File: config.mk
export PLATFORM = sky130hd
export DESIGN_NAME = linear_queue_with_reverse_unit
export DESIGN_NICKNAME = d
export VERILOG_FILES = /design/src/design/lqr_pkg.sv /design/src/design/linear_queue_with_reverse_unit.sv
export SDC_FILE = /design/constraint.sdc
export NUM_CORES = 1
export LEC_CHECK = 0
export BUFFER_PORTS_ARGS = -buffer_cell sky130_fd_sc_hd__buf_2
export CORE_MARGIN = 2
export CORE_UTILIZATION = 50
export CTS_BUF_LIST = sky130_fd_sc_hd__clkbuf_4 sky130_fd_sc_hd__clkbuf_8
export DETAILED_ROUTE_END_ITERATION = 7
export HOLD_SLACK_MARGIN = 0.12
export PLACE_DENSITY = 0.66
export SLEW_MARGIN = 20
export SYNTH_ARGS = -nofsm -noshare
export SYNTH_HDL_FRONTEND = slang
export SYNTH_SLANG_ARGS = --single-unit
File: constraint.sdc
create_clock -name i_clk -period 6 [get_ports i_clk]
set_input_delay 1.2 -clock i_clk [delete_from_list [all_inputs] [get_ports i_clk]]
set_output_delay 1.2 -clock i_clk [all_outputs]
set_load 0.02 [all_outputs]
File: src/design/lqr_pkg.sv
// Shared types and codes for the linear queue with reverse.
// No dependencies.
package lqr_pkg;

    localparam int WORD_W = 32;
    localparam int OCC_W  = 5;

    localparam logic [1:0] KIND_ENQ = 2'd0;
    localparam logic [1:0] KIND_DEQ = 2'd1;
    localparam logic [1:0] KIND_REV = 2'd2;

    localparam logic [1:0] ST_DONE     = 2'd0;
    localparam logic [1:0] ST_OVERFLOW = 2'd1;
    localparam logic [1:0] ST_EMPTY    = 2'd2;

    localparam logic signed [WORD_W-1:0] EMPTY_WORD = '1;

    typedef struct packed {
        logic [1:0]                kind;
        logic signed [WORD_W-1:0]  word_in;
    } t_in_item;

    typedef struct packed {
        logic [1:0]                status;
        logic signed [WORD_W-1:0]  word_out;
        logic [OCC_W-1:0]          occupancy;
    } t_out_item;

endpackage

File: src/design/linear_queue_with_reverse_unit.sv
// Linear queue with reverse: top level with the word store and its sequencer; uses lqr_pkg.
// Enqueue, no-op, empty dequeue or a reverse with nothing to move are answered from idle; a dequeue
// that returns a word first reads the store (S_DEQ). A reverse of n words copies them down to slot 0
// when the head is not at slot 0 (S_SH_RD, S_SH_WR), then swaps pairs (S_SW_RLO/RHI/WLO/WHI).
// Throughput: one item at a time; the next transfers once the sequencer is idle and the result
// register is free. Reset (synchronous, active low) empties the queue; store contents undefined.
module linear_queue_with_reverse_unit
    import lqr_pkg::*;
#(
    parameter int DEPTH = 16
) (
    input  logic      i_clk,
    input  logic      i_rst_n,
    input  logic      i_in_valid,
    output logic      o_in_ready,
    input  t_in_item  i_in_item,
    output logic      o_out_valid,
    input  logic      i_out_ready,
    output t_out_item o_out_item
);

    localparam int AW = $clog2(DEPTH);
    localparam int CW = (AW + 1 > OCC_W) ? AW + 1 : OCC_W;
    localparam logic [AW-1:0] LAST = AW'(DEPTH - 1);

    typedef enum logic [2:0] {
        S_IDLE,
        S_DEQ,
        S_SH_RD,
        S_SH_WR,
        S_SW_RLO,
        S_SW_RHI,
        S_SW_WLO,
        S_SW_WHI
    } t_state;

    t_state            r_state, n_state;
    logic [AW-1:0]     r_head, n_head;
    logic [AW-1:0]     r_tail, n_tail;
    logic              r_empty, n_empty;
    logic [AW-1:0]     r_a, n_a;
    logic [AW-1:0]     r_b, n_b;
    logic [WORD_W-1:0] r_tmp, n_tmp;
    logic              r_ovalid, n_ovalid;
    t_out_item         r_out, n_out;

    logic [WORD_W-1:0] mem [DEPTH];
    logic [WORD_W-1:0] r_rdata;
    logic              mem_we;
    logic [AW-1:0]     mem_waddr;
    logic [WORD_W-1:0] mem_wdata;
    logic [AW-1:0]     mem_raddr;

    logic              in_fire;
    logic              done;
    logic [1:0]        res_status;
    logic [WORD_W-1:0] res_word;

    function automatic logic [OCC_W-1:0] occ(input logic [AW-1:0] head,
                                             input logic [AW-1:0] tail,
                                             input logic empty);
        logic [CW-1:0] cnt;
        cnt = CW'(tail) - CW'(head) + CW'(1);
        return empty ? '0 : cnt[OCC_W-1:0];
    endfunction

    assign o_in_ready  = (r_state == S_IDLE) && (!r_ovalid || i_out_ready);
    assign in_fire     = i_in_valid && o_in_ready;
    assign o_out_valid = r_ovalid;
    assign o_out_item  = r_out;

    always_comb begin
        n_state    = r_state;
        n_head     = r_head;
        n_tail     = r_tail;
        n_empty    = r_empty;
        n_a        = r_a;
        n_b        = r_b;
        n_tmp      = r_tmp;
        n_ovalid   = r_ovalid && !i_out_ready;
        n_out      = r_out;
        mem_we     = 1'b0;
        mem_waddr  = r_a;
        mem_wdata  = r_rdata;
        mem_raddr  = r_a;
        done       = 1'b0;
        res_status = ST_DONE;
        res_word   = '0;
        case (r_state)
            S_IDLE: begin
                if (in_fire) begin
                    case (i_in_item.kind)
                        KIND_ENQ: begin
                            done = 1'b1;
                            if (r_empty) begin
                                n_head    = '0;
                                n_tail    = '0;
                                n_empty   = 1'b0;
                                mem_we    = 1'b1;
                                mem_waddr = '0;
                                mem_wdata = i_in_item.word_in;
                            end else if (r_tail == LAST) begin
                                res_status = ST_OVERFLOW;
                            end else begin
                                n_tail    = r_tail + AW'(1);
                                mem_we    = 1'b1;
                                mem_waddr = r_tail + AW'(1);
                                mem_wdata = i_in_item.word_in;
                            end
                        end
                        KIND_DEQ: begin
                            if (r_empty) begin
                                done       = 1'b1;
                                res_status = ST_EMPTY;
                                res_word   = EMPTY_WORD;
                            end else begin
                                mem_raddr = r_head;
                                n_state   = S_DEQ;
                            end
                        end
                        KIND_REV: begin
                            if (r_empty) begin
                                done = 1'b1;
                            end else if (r_head != '0) begin
                                n_a     = r_head;
                                n_b     = '0;
                                n_state = S_SH_RD;
                            end else if (r_tail != '0) begin
                                n_a     = '0;
                                n_b     = r_tail;
                                n_state = S_SW_RLO;
                            end else begin
                                done = 1'b1;
                            end
                        end
                        default: begin
                            done = 1'b1;
                        end
                    endcase
                end
            end
            S_DEQ: begin
                done     = 1'b1;
                res_word = r_rdata;
                n_state  = S_IDLE;
                if (r_head == r_tail) begin
                    n_empty = 1'b1;
                    n_head  = '0;
                    n_tail  = '0;
                end else begin
                    n_head = r_head + AW'(1);
                end
            end
            S_SH_RD: begin
                mem_raddr = r_a;
                n_state   = S_SH_WR;
            end
            S_SH_WR: begin
                mem_we    = 1'b1;
                mem_waddr = r_b;
                mem_wdata = r_rdata;
                if (r_b == r_tail - r_head) begin
                    n_head = '0;
                    n_tail = r_b;
                    if (r_b != '0) begin
                        n_a     = '0;
                        n_b     = r_b;
                        n_state = S_SW_RLO;
                    end else begin
                        done    = 1'b1;
                        n_state = S_IDLE;
                    end
                end else begin
                    n_a     = r_a + AW'(1);
                    n_b     = r_b + AW'(1);
                    n_state = S_SH_RD;
                end
            end
            S_SW_RLO: begin
                mem_raddr = r_a;
                n_state   = S_SW_RHI;
            end
            S_SW_RHI: begin
                mem_raddr = r_b;
                n_tmp     = r_rdata;
                n_state   = S_SW_WLO;
            end
            S_SW_WLO: begin
                mem_we    = 1'b1;
                mem_waddr = r_a;
                mem_wdata = r_rdata;
                n_state   = S_SW_WHI;
            end
            S_SW_WHI: begin
                mem_we    = 1'b1;
                mem_waddr = r_b;
                mem_wdata = r_tmp;
                if ({1'b0, r_b - r_a} > (AW + 1)'(2)) begin
                    n_a     = r_a + AW'(1);
                    n_b     = r_b - AW'(1);
                    n_state = S_SW_RLO;
                end else begin
                    done    = 1'b1;
                    n_state = S_IDLE;
                end
            end
            default: begin
                n_state = S_IDLE;
            end
        endcase
        if (done) begin
            n_ovalid        = 1'b1;
            n_out.status    = res_status;
            n_out.word_out  = res_word;
            n_out.occupancy = occ(n_head, n_tail, n_empty);
        end
    end

    always_ff @(posedge i_clk) begin
        if (mem_we) begin
            mem[mem_waddr] <= mem_wdata;
        end
        r_rdata <= mem[mem_raddr];
    end

    always_ff @(posedge i_clk) begin
        if (!i_rst_n) begin
            r_state  <= S_IDLE;
            r_head   <= '0;
            r_tail   <= '0;
            r_empty  <= 1'b1;
            r_ovalid <= 1'b0;
        end else begin
            r_state  <= n_state;
            r_head   <= n_head;
            r_tail   <= n_tail;
            r_empty  <= n_empty;
            r_ovalid <= n_ovalid;
        end
        r_a   <= n_a;
        r_b   <= n_b;
        r_tmp <= n_tmp;
        r_out <= n_out;
    end

endmodule

==> results of run 1 <==
[logic make-up (layout without fill, tap and decap cells)]
family | Yosys count | count (layout)
xor+xnor | 17 | 17
buf+inv | 183 | 329
compound gates | 416 | 416
fa+ha+maj | 27 | 27
flops | 636 | 636
other cells | 0 | 1
simple gates | 601 | 601
[per-layer routing]
layer | GRT usage, % | up-vias | part of all wire [%]
li1 | - | 7606 | -
met1 | 35.1 | 8848 | 42
met2 | 41.8 | 746 | 48
met3 | 3.88 | 128 | 7.2
met4 | 8.78 | 0 | 2.5
met5 | 0 | - | 0
[critical path, delay by kind of cell (launching register included)]
| family | cells | cell delay [ps] |
|---|---|---|
| and+or+nand+nor | 3 | 1270 |
| adders and majority gates | 4 | 1190 |
| AOI/OAI and AO/OA | 4 | 900 |
| DFF | 1 | 490 |
| xor gates and xnor gates | 2 | 310 |
| buffers and inverters | 2 | 240 |
[flip-flops by register name, indices dropped and copies added, names as in the netlist]
name	count
r_rdata	32
r_tmp	32
r_b	4
mem	512
r_head	4
r_state	3
r_tail	4
r_empty	1
r_a	4
o_out_valid	1
o_out_item	39
[per-stage QoR]
step           worst slack, ps  power, mW
5_1_grt                   1030       9.20
4_1_cts                   1400       8.98
3_5_place_dp              1420       5.28
6_report                  1340       8.94
3_3_place_gp              1470       5.28
2_1_floorplan              406       5.17
[cell usage in the layout, fill, tap and decap left out, types with 7 or more instances in the layout]
master    synthesis  final
edfxtp_1        591    591
nand2_1         344    343
a211oi_1        133    133
a311oi_1        130    130
nor4b_1         129    129
clkbuf_8          0    109
buf_2            39     78
dfxtp_1          45     45
clkbuf_4          0     40
a21o_1           35     35
buf_4            13     34
a22oi_1          33     33
or4_1            33     33
o21ai_0          24     24
inv_1            24     23
ha_1             23     23
clkinv_1          0     21
nor2_1           25     17
a21oi_1          14     14
xnor2_1          10     10
nand3_1           9      9
nor2_4            0      8
buf_12            0      8
xor2_1            7      7
nor3_1           12      7
and2_1            8      7
nor3_2            2      7
a31oi_1           7      7
[cell usage after synthesis, types with 4 or more instances]
cell,number,area (um^2)
a211oi_1,133,998
a21o_1,35,263
a21oi_1,14,70.1
a22oi_1,33,248
a311oi_1,130,1140
a31oi_1,7,43.8
a41oi_1,4,35.0
and2_1,8,50.1
and3_1,4,25.0
and3b_1,4,35.0
buf_2,39,195
buf_4,13,97.6
clkbuf_1,105,394
dfxtp_1,45,901
edfxtp_1,591,17700
fa_1,4,80.1
ha_1,23,288
inv_1,24,90.1
nand2_1,344,1290
nand2b_1,4,25.0
nand3_1,9,45.0
nand4_1,4,25.0
nor2_1,25,93.8
nor2b_1,4,25.0
nor3_1,12,60.1
nor3b_1,5,37.5
nor4b_1,129,1130
o211ai_1,5,37.5
o21a_1,4,30.0
o21ai_0,24,120
o22ai_1,5,31.3
or4_1,33,248
xnor2_1,10,87.6
xor2_1,7,61.3
[layout make-up]
type / instances / area [um^2] / area share [%]
repair buffers: 121 / 833 / 2.81
clock buffers: 149 / 1800 / 6.07
clock inverters: 35 / 254 / 0.857
inverters: 24 / 90.1 / 0.304
diodes: 1 / 2.50 / 0.00844
well taps: 688 / 861 / 2.90
multi-input cells: 1061 / 7160 / 24.2
flip-flops and latches: 636 / 18600 / 62.9
[final timing paths]
path,to,cells past startpoint
setup / recovery,o_out_item[4]$_SDFFCE_PP0P_,15
hold reg to reg,r_tmp[23]$_DFFE_PN_,0
hold / removal,r_tmp[23]$_DFFE_PN_,0
setup reg to reg,o_out_item[4]$_SDFFCE_PP0P_,15
[power groups by stage]
stage / registers (mW) / clock network, mW / logic, mW
after CTS: 4.91 / 3.79 / 0.285
after detailed placement: 5.00 / 0 / 0.284
after global routing: 4.91 / 3.97 / 0.314
after floorplan: 5.03 / 0 / 0.137
after global placement: 5.00 / 0 / 0.278
final: 4.91 / 3.74 / 0.288
==> flow_summary.json, run 1 <==
{
  "routed_via_density": 6.38,
  "rr_startpoint": "r_tail[0]$_SDFF_PN0_",
  "die_area_um2": 54700,
  "synth_nets": 1945,
  "synthSimpleGateAreaFrac_pct": 12.3,
  "cts_resized": 0,
  "cts_tree": "done",
  "numCtsBuffers": 100,
  "placementRows": 84,
  "leakagePower_nw": 9.99,
  "wl_per_cell_um": 25.6,
  "slowest_stage": "nor3_1",
  "hold_ws_ps": 462,
  "fin_crit_sh_pct": 77.6,
  "start_kind": "flop",
  "fin_setup_tns_ps": 0,
  "dieWidth_um": 234,
  "hold_path.class": "reg -> reg",
  "fin_crit_ps": 4660,
  "cts.reportedPaths.clkPinSlew_ps": 60,
  "die_h_um": 234,
  "grtUsageTotal_pct": 25.5,
  "final_cells": 2715,
  "synthAdderAreaFrac_pct": 1.39,
  "worst_pin_slew_ps": 1070,
  "power_switching_mw": 1.91,
  "switching_share_pct": 21.4,
  "post-route-util_pct": 56.5,
  "synth-main-ff-cell": "edfxtp_1",
  "layout-drive-gt1-share_pct": 16.0,
  "rsz0062_at_grt": "false",
  "status": "finished, final reports clean",
  "crit_fanout": 6,
  "place.port_buffers": 78,
  "cts_hold_buf": 0,
  "grt_max_degree": 177,
  "cts_root_buf": "clkbuf_8",
  "post_cts_buffers": 0,
  "fillers": 4181,
  "final_area_um2": 29700,
  "synth_compound_area_share_pct": 12.2,
  "routed_wl_um": 69500,
  "start_util_pct": 50.4,
  "nets": 2009,
  "r2r_slack_ps": 1340,
  "coreArea_um2": 52400,
  "cts.sink_count": 636,
  "drcViolationCount": 0,
  "pwr-share-clk_pct": 41.8,
  "worstPathRequired_ps": 6430,
  "place_inst": 2529,
  "gp_congestion": 0.856,
  "async_flop_share_pct": 0,
  "vdd_drop_max_v": 0.000159,
  "io_pins": 79,
  "skew_ps": 26.7,
  "syn_inst": 1880,
  "finalHoldViolCount": 0,
  "cts_buffer_depth": 3,
  "yosys_warnings": 0,
  "ys_types": 59,
  "drt.antenna.violating_nets": 0,
  "worstSetupEndpointType": "flop",
  "synth_edf_count": 591,
  "drtIter0Drc": 1812,
  "antenna_found_initial": 1,
  "path_class": "reg -> reg",
  "slew_violations": 0,
  "maxCapViolCount": 0,
  "maxSlewHeadroom_pct": 28.5,
  "ys_ff_latch": 636,
  "intPower_mw": 7.02,
  "dp_hpwl_um": 37400,
  "clock.fmax_ghz": 0.215,
  "htree_levels": 3,
  "synth_xor_area_share_pct": 0.564,
  "synth_top_family_by_area": "simple AND/OR/NAND/NOR gates",
  "global_route.overflow_total": 0,
  "synth_seq_area_share_pct": 70.6,
  "seq_power_share_pct": 54.9,
  "grt_pass1_vias": 16780,
  "placed_cell_area_um2": 27600,
  "crit_path_start": "r_tail[0]$_SDFF_PN0_",
  "vias": 17328,
  "synthesis.area_um2": 26400,
  "cp_common_cell": "ha_1",
  "pwr-share-comb_pct": 3.2,
  "worstSkewPairLatency_ps": 690,
  "syn_avg_cell_area_um2": 14.1,
  "cellPowerDensity_nw_per_um2": 301,
  "grt_pass1_wl_um": 104000,
  "setup_viol": 0,
  "dr.pass1.iters": 6,
  "muxShareOfSynthArea_pct": 0,
  "cpPeakStageDelay_ps": 700,
  "area_delta_synth_final_pct": 12.2,
  "min_from": "r_rdata[23]$_DFF_P_",
  "worst_ep_arrival_time_ps": 5090,
  "critical_path.cell_chain": "inv_1, ha_1, inv_1, fa_1, xor2_1, nor3_1, a41oi_1, nor3_1, a31o_2, ha_1, ha_1, a21o_1, a21oi_1, xnor2_1, nor2_1"
}
No activity file was read; power rests on OpenSTA's default activity.
==> run 2: changes to the inputs <==
--- a/config.mk
+++ b/config.mk
@@ -11,7 +11,7 @@
 export CTS_BUF_LIST = sky130_fd_sc_hd__clkbuf_4 sky130_fd_sc_hd__clkbuf_8
 export DETAILED_ROUTE_END_ITERATION = 7
 export HOLD_SLACK_MARGIN = 0.12
-export PLACE_DENSITY = 0.66
+export PLACE_DENSITY = 0.69
 export SLEW_MARGIN = 20
 export SYNTH_ARGS = -nofsm -noshare
 export SYNTH_HDL_FRONTEND = slang
==> constraint.sdc (replaced) <==
create_clock -name i_clk -period 3.8 [get_ports i_clk]
set_input_delay 0.76 -clock i_clk [delete_from_list [all_inputs] [get_ports i_clk]]
set_output_delay 0.76 -clock i_clk [all_outputs]
set_load 0.02 [all_outputs]
==> run 2 against run 1 <==
Net effect:
- setup slack got worse by 1200 ps
- clock power rose by 51%
- combinational power grew 72%
- critical endpoint is now o_out_item[2]$_SDFFCE_PP0P_
==> flow_summary.json, run 2 (same netlist as run 1, synthesis figures left out) <==
{
  "die_h_um": 234,
  "place.port_buffers": 78,
  "start_kind": "flop",
  "setup_viol": 0,
  "cts_hold_buf": 0,
  "numCtsBuffers": 95,
  "critical_path_buf_inv_count": 5,
  "dr.pass1.iters": 5,
  "critPathTopFamily": "adder cells",
  "fin_setup_tns_ps": 0,
  "start_util_pct": 50.4,
  "routed_via_density": 6.38,
  "fillers": 4019,
  "io_pins": 79,
  "largest_reg_flops": 512,
  "final_cell_mix": "edfxtp_1 (591), nand2_1 (344), a211oi_1 (133), a311oi_1 (130), nor4b_1 (129)",
  "grt_max_degree": 85,
  "worst_slack_ps": 149,
  "cts.reportedPaths.clkPinSlew_ps": 70,
  "maxCapViolCount": 0,
  "worstSkewPairLatency_ps": 690,
  "status": "finished, final reports clean",
  "hold_path.class": "in -> reg",
  "antenna_found_initial": 1,
  "clock.fmax_ghz": 0.274,
  "layout-drive-gt1-share_pct": 19.2,
  "worstSetupEndpointType": "flop",
  "area_delta_synth_final_pct": 15.8,
  "finalHoldViolCount": 0,
  "crit_fanout": 3,
  "cts_buffer_depth": 3,
  "power_mw": 13.9,
  "placed_cell_area_um2": 28600,
  "place_ws_ps": 111,
  "htree_levels": 3,
  "drcViolationCount": 0,
  "grt_pass1_vias": 17160,
  "hold_ws_ps": 277,
  "grt_pass1_wl_um": 107000,
  "final_cells": 2770,
  "fin_crit_sh_pct": 96.1,
  "cp_common_cell": "inv_1",
  "final_area_um2": 30600,
  "cts.sink_count": 636,
  "maxSlewHeadroom_pct": 40.1,
  "worst_ep_arrival_time_ps": 4070,
  "rsz0062_at_grt": "true",
  "placementRows": 84,
  "nets": 2073,
  "worstPathRequired_ps": 4220,
  "vias": 17669,
  "worst_pin_slew_ps": 895,
  "cts_tree": "done",
  "critical_path.cell_chain": "inv_1, ha_2, inv_1, fa_1, xor2_1, nor3_2, buf_4, o2111a_1, nand2_1, and3_1, ha_1, inv_1, ha_2, inv_1, fa_2, nor2_1",
  "regMostFlops": "mem",
  "cts_root_buf": "clkbuf_8",
  "fin_crit_ps": 3650,
  "cpPeakStageDelay_ps": 550,
  "die_area_um2": 54700,
  "leakagePower_nw": 10.4,
  "slew_violations": 0,
  "dp_hpwl_um": 39600,
  "dieWidth_um": 234,
  "cellPowerDensity_nw_per_um2": 454,
  "coreArea_um2": 52400,
  "path_class": "reg -> reg",
  "final_common_cell": "edfxtp_1",
  "gp_congestion": 0.915,
  "wl_per_cell_um": 25.9,
  "post-route-util_pct": 58.3,
  "global_route.overflow_total": 0,
  "vdd_drop_max_v": 0.000280,
  "slowest_stage": "fa_2",
  "drtIter0Drc": 1883,
  "grtUsageTotal_pct": 26.5,
  "routed_wl_um": 71800,
  "skew_ps": 35.5,
  "place_inst": 2598,
  "drt.antenna.violating_nets": 0
}
## run 2: changes by cell type in the layout (fill, tap and decap cells not counted), moves of 4 or more
cell / previous run / this run
nor3_4: 0 / 4
clkinv_1: 21 / 11
clkbuf_4: 40 / 35
clkbuf_8: 109 / 102
clkinv_2: 5 / 13
buf_4: 34 / 65
buf_12: 8 / 47
nor3b_2: 4 / 0
nor3b_4: 0 / 4
## run 2: final timing paths
check,startpoint,end,slack (ps),cells past startpoint
setup / recovery,r_tail[0]$_SDFF_PN0_,o_out_item[2]$_SDFFCE_PP0P_,150,16
hold / removal,i_rst_n,r_empty$_SDFF_PN1_,280,2
setup reg to reg,r_tail[0]$_SDFF_PN0_,o_out_item[2]$_SDFFCE_PP0P_,150,16
hold reg to reg,r_rdata[3]$_DFF_P_,r_tmp[3]$_DFFE_PN_,460,0
## run 2: where the power goes
group / leakage, nW / internal (mW) / switching, mW
clock: 1.03 / 3.04 / 2.60
combinational: 3.64 / 0.143 / 0.351
sequential: 5.76 / 7.72 / 0.0238
## run 2: final cells by class
cell class | count | area, um^2 | share of cell area (%)
Timing Repair Buffer | 190 | 1820 | 5.95
Multi-Input combinational cell | 1061 | 7240 | 23.7
Tap cell | 688 | 861 | 2.81
Clock buffer | 137 | 1670 | 5.45
Inverter | 24 | 90.1 | 0.295
Antenna cell | 1 | 2.50 | 0.00818
Sequential cell | 636 | 18700 | 61.0
Clock inverter | 33 | 256 | 0.839
## run 2: metal layers
layer	wire length, um	global-route usage, %
met1	29500	36.4
met2	33900	42.1
met3	5900	4.61
met4	2520	11.0
met5	10	0
## run 2: what timing repair did
action | CTS | global route
resized for setup | 0 | 13
endpoints found under the setup margin | 0 | 3
buffers inserted | 0 | 1
==> run 3: changes to the inputs <==
--- a/config.mk
+++ b/config.mk
@@ -7,11 +7,11 @@
 export LEC_CHECK = 0
 export BUFFER_PORTS_ARGS = -buffer_cell sky130_fd_sc_hd__buf_2
 export CORE_MARGIN = 2
-export CORE_UTILIZATION = 50
+export CORE_UTILIZATION = 58
 export CTS_BUF_LIST = sky130_fd_sc_hd__clkbuf_4 sky130_fd_sc_hd__clkbuf_8
 export DETAILED_ROUTE_END_ITERATION = 7
 export HOLD_SLACK_MARGIN = 0.12
-export PLACE_DENSITY = 0.69
+export PLACE_DENSITY = 0.78
 export SLEW_MARGIN = 20
 export SYNTH_ARGS = -nofsm -noshare
 export SYNTH_HDL_FRONTEND = slang
==> run 3 against run 2 <==
Net effect:
- highest routed layer is now met4
- largest cell class unchanged
- worst hold slack better by 23 ps
- register-to-register slack better by 50 ps
- power up 2.0%
- combinational power about the same
- via count up 1.6%
- core utilization up 9.0 points
==> flow_summary.json, run 3 (same netlist as run 1, synthesis figures left out) <==
{
  "path_class": "reg -> reg",
  "r2r_slack_ps": 200,
  "rsz0062_at_grt": "false",
  "critPathTopFamily": "adder cells",
  "drcViolationCount": 0,
  "cellPowerDensity_nw_per_um2": 465,
  "maxCapViolCount": 0,
  "grt_max_degree": 81,
  "grt_pass1_vias": 17355,
  "fin_crit_sh_pct": 94.8,
  "die_area_um2": 47300,
  "dieWidth_um": 217,
  "post-route-util_pct": 67.4,
  "routed_via_density": 6.69,
  "final_cell_mix": "edfxtp_1 (591), nand2_1 (344), a211oi_1 (133), a311oi_1 (130), nor4b_1 (129)",
  "wl_met1_um": 26500,
  "coreArea_um2": 45200,
  "vdd_drop_max_v": 0.000337,
  "rr_startpoint": "r_tail[0]$_SDFF_PN0_",
  "io_pins": 79,
  "nets": 2068,
  "fin_crit_ps": 3600,
  "met2WireLength_um": 33000,
  "crit_fanout": 3,
  "start_kind": "flop",
  "routed_wl_um": 70200,
  "cts_root_buf": "clkbuf_8",
  "critical_path_buf_inv_count": 4,
  "worst_pin_slew_ps": 911,
  "power_switching_mw": 2.98,
  "pwr-share-clk_pct": 41.8,
  "cts.sink_count": 636,
  "setup_viol": 0,
  "slowest_stage": "fa_1",
  "area_delta_synth_final_pct": 15.2,
  "global_route.overflow_total": 0,
  "die_h_um": 217,
  "cts.reportedPaths.clkPinSlew_ps": 60,
  "status": "finished, final reports clean",
  "met3_length_um": 7920,
  "final_common_cell": "edfxtp_1",
  "grtUsageTotal_pct": 29.8,
  "numCtsBuffers": 97,
  "fillers": 3017,
  "hold_depth": 2,
  "drtIter0Drc": 2461,
  "final_cells": 2685,
  "leakagePower_nw": 10.4,
  "maxSlewHeadroom_pct": 39.0,
  "antenna_found_initial": 1,
  "cpPeakStageDelay_ps": 430,
  "reg2regPathDepth": 16,
  "htree_levels": 3,
  "worst_ep_arrival_time_ps": 4010,
  "wl_per_cell_um": 26.2,
  "switching_share_pct": 21.0,
  "cp_common_cell": "inv_1",
  "place.port_buffers": 78,
  "grt_pass1_wl_um": 105000,
  "min_from": "i_rst_n",
  "worstSkewPairLatency_ps": 680,
  "dp_hpwl_um": 37900,
  "worstSetupEndpointType": "flop",
  "hold_ws_ps": 300,
  "placementRows": 78,
  "critical_path.cell_chain": "inv_1, ha_1, inv_1, fa_1, xor2_1, nor3_2, a41oi_1, o31ai_2, nand2_1, ha_1, inv_1, ha_1, inv_1, fa_1, xor2_1, nor2_1",
  "dr.pass1.iters": 6,
  "place_inst": 2504,
  "power_mw": 14.2,
  "timing.rr.end": "o_out_item[3]$_SDFFCE_PP0P_",
  "largest_reg_flops": 512,
  "drt.antenna.violating_nets": 0,
  "regMostFlops": "mem",
  "gp_congestion": 0.923,
  "worstPathRequired_ps": 4210,
  "pwr-share-comb_pct": 3.5,
  "vias": 17955,
  "diodes": 0,
  "clock.fmax_ghz": 0.278,
  "cts_tree": "done",
  "layout-drive-gt1-share_pct": 18.8,
  "skew_ps": 24.8,
  "intPower_mw": 11.2,
  "routed.top_layer": "met4",
  "slew_violations": 0,
  "cts_buffer_depth": 3,
  "seq_power_share_pct": 54.7,
  "start_util_pct": 58.5,
  "whs_endpoint": "r_empty$_SDFF_PN1_",
  "finalHoldViolCount": 0,
  "hold_path.class": "in -> reg",
  "post_cts_buffers": 0
}
## run 3: worst max path at each step
stage	from	end	slack, ps	cells after the start
after floorplan	i_in_item[32]	mem[13][0]$_DFFE_PP_	-310	8
after global placement	r_tail[0]$_SDFF_PN0_	o_out_item[3]$_SDFFCE_PP0P_	150	16
after detailed placement	r_tail[0]$_SDFF_PN0_	o_out_item[3]$_SDFFCE_PP0P_	100	16
after CTS	r_tail[0]$_SDFF_PN0_	o_out_item[3]$_SDFFCE_PP0P_	90	16
after global routing	r_tail[0]$_SDFF_PN0_	o_out_item[4]$_SDFFCE_PP0P_	7	16
final	r_tail[0]$_SDFF_PN0_	o_out_item[3]$_SDFFCE_PP0P_	200	16
## run 3: area by class of cell
class / count / area, um^2 / share of cell area [%]
Clock inverter: 29 / 268 / 0.880
Multi-Input combinational cell: 1061 / 7220 / 23.7
Timing Repair Buffer: 183 / 1660 / 5.44
Inverter: 24 / 90.1 / 0.296
Clock buffer: 152 / 1810 / 5.95
Tap cell: 600 / 751 / 2.47
Sequential cell: 636 / 18600 / 61.3
## run 3: power groups by stage
stage               registers [mW]  logic (mW)  clock network [mW]
finish                        7.75       0.494                5.92
floorplan                     7.94       0.221                   0
global placement              7.89       0.470                   0
global route                  7.75       0.527                6.31
detailed placement            7.89       0.486                   0
CTS                           7.75       0.489                6.00
## run 3: repair_timing
item                                    in CTS  in global routing
resized for setup                            0                  5
endpoints found under the setup margin       0                  3
hold buffers                                 0                  0
## run 3: metrics by stage
| step | setup slack, ps | area (um^2) | setup TNS [ps] |
|---|---|---|---|
| CTS | 88.6 | 30400 | 0 |
| global placement | 152 | 28300 | 0 |
| detailed placement | 102 | 28300 | 0 |
| floorplan | -313 | 26500 | -64030 |
| finish | 198 | 30400 | 0 |
| global route | 7.50 | 30400 | 0 |
## run 3: routing by layer
layer  GRT usage (%)  vias to the layer above
met2            46.6                     1204
met4            13.9                        0
met5               0                        -
met1            40.5                     8817
met3            6.00                      208
li1                -                     7726
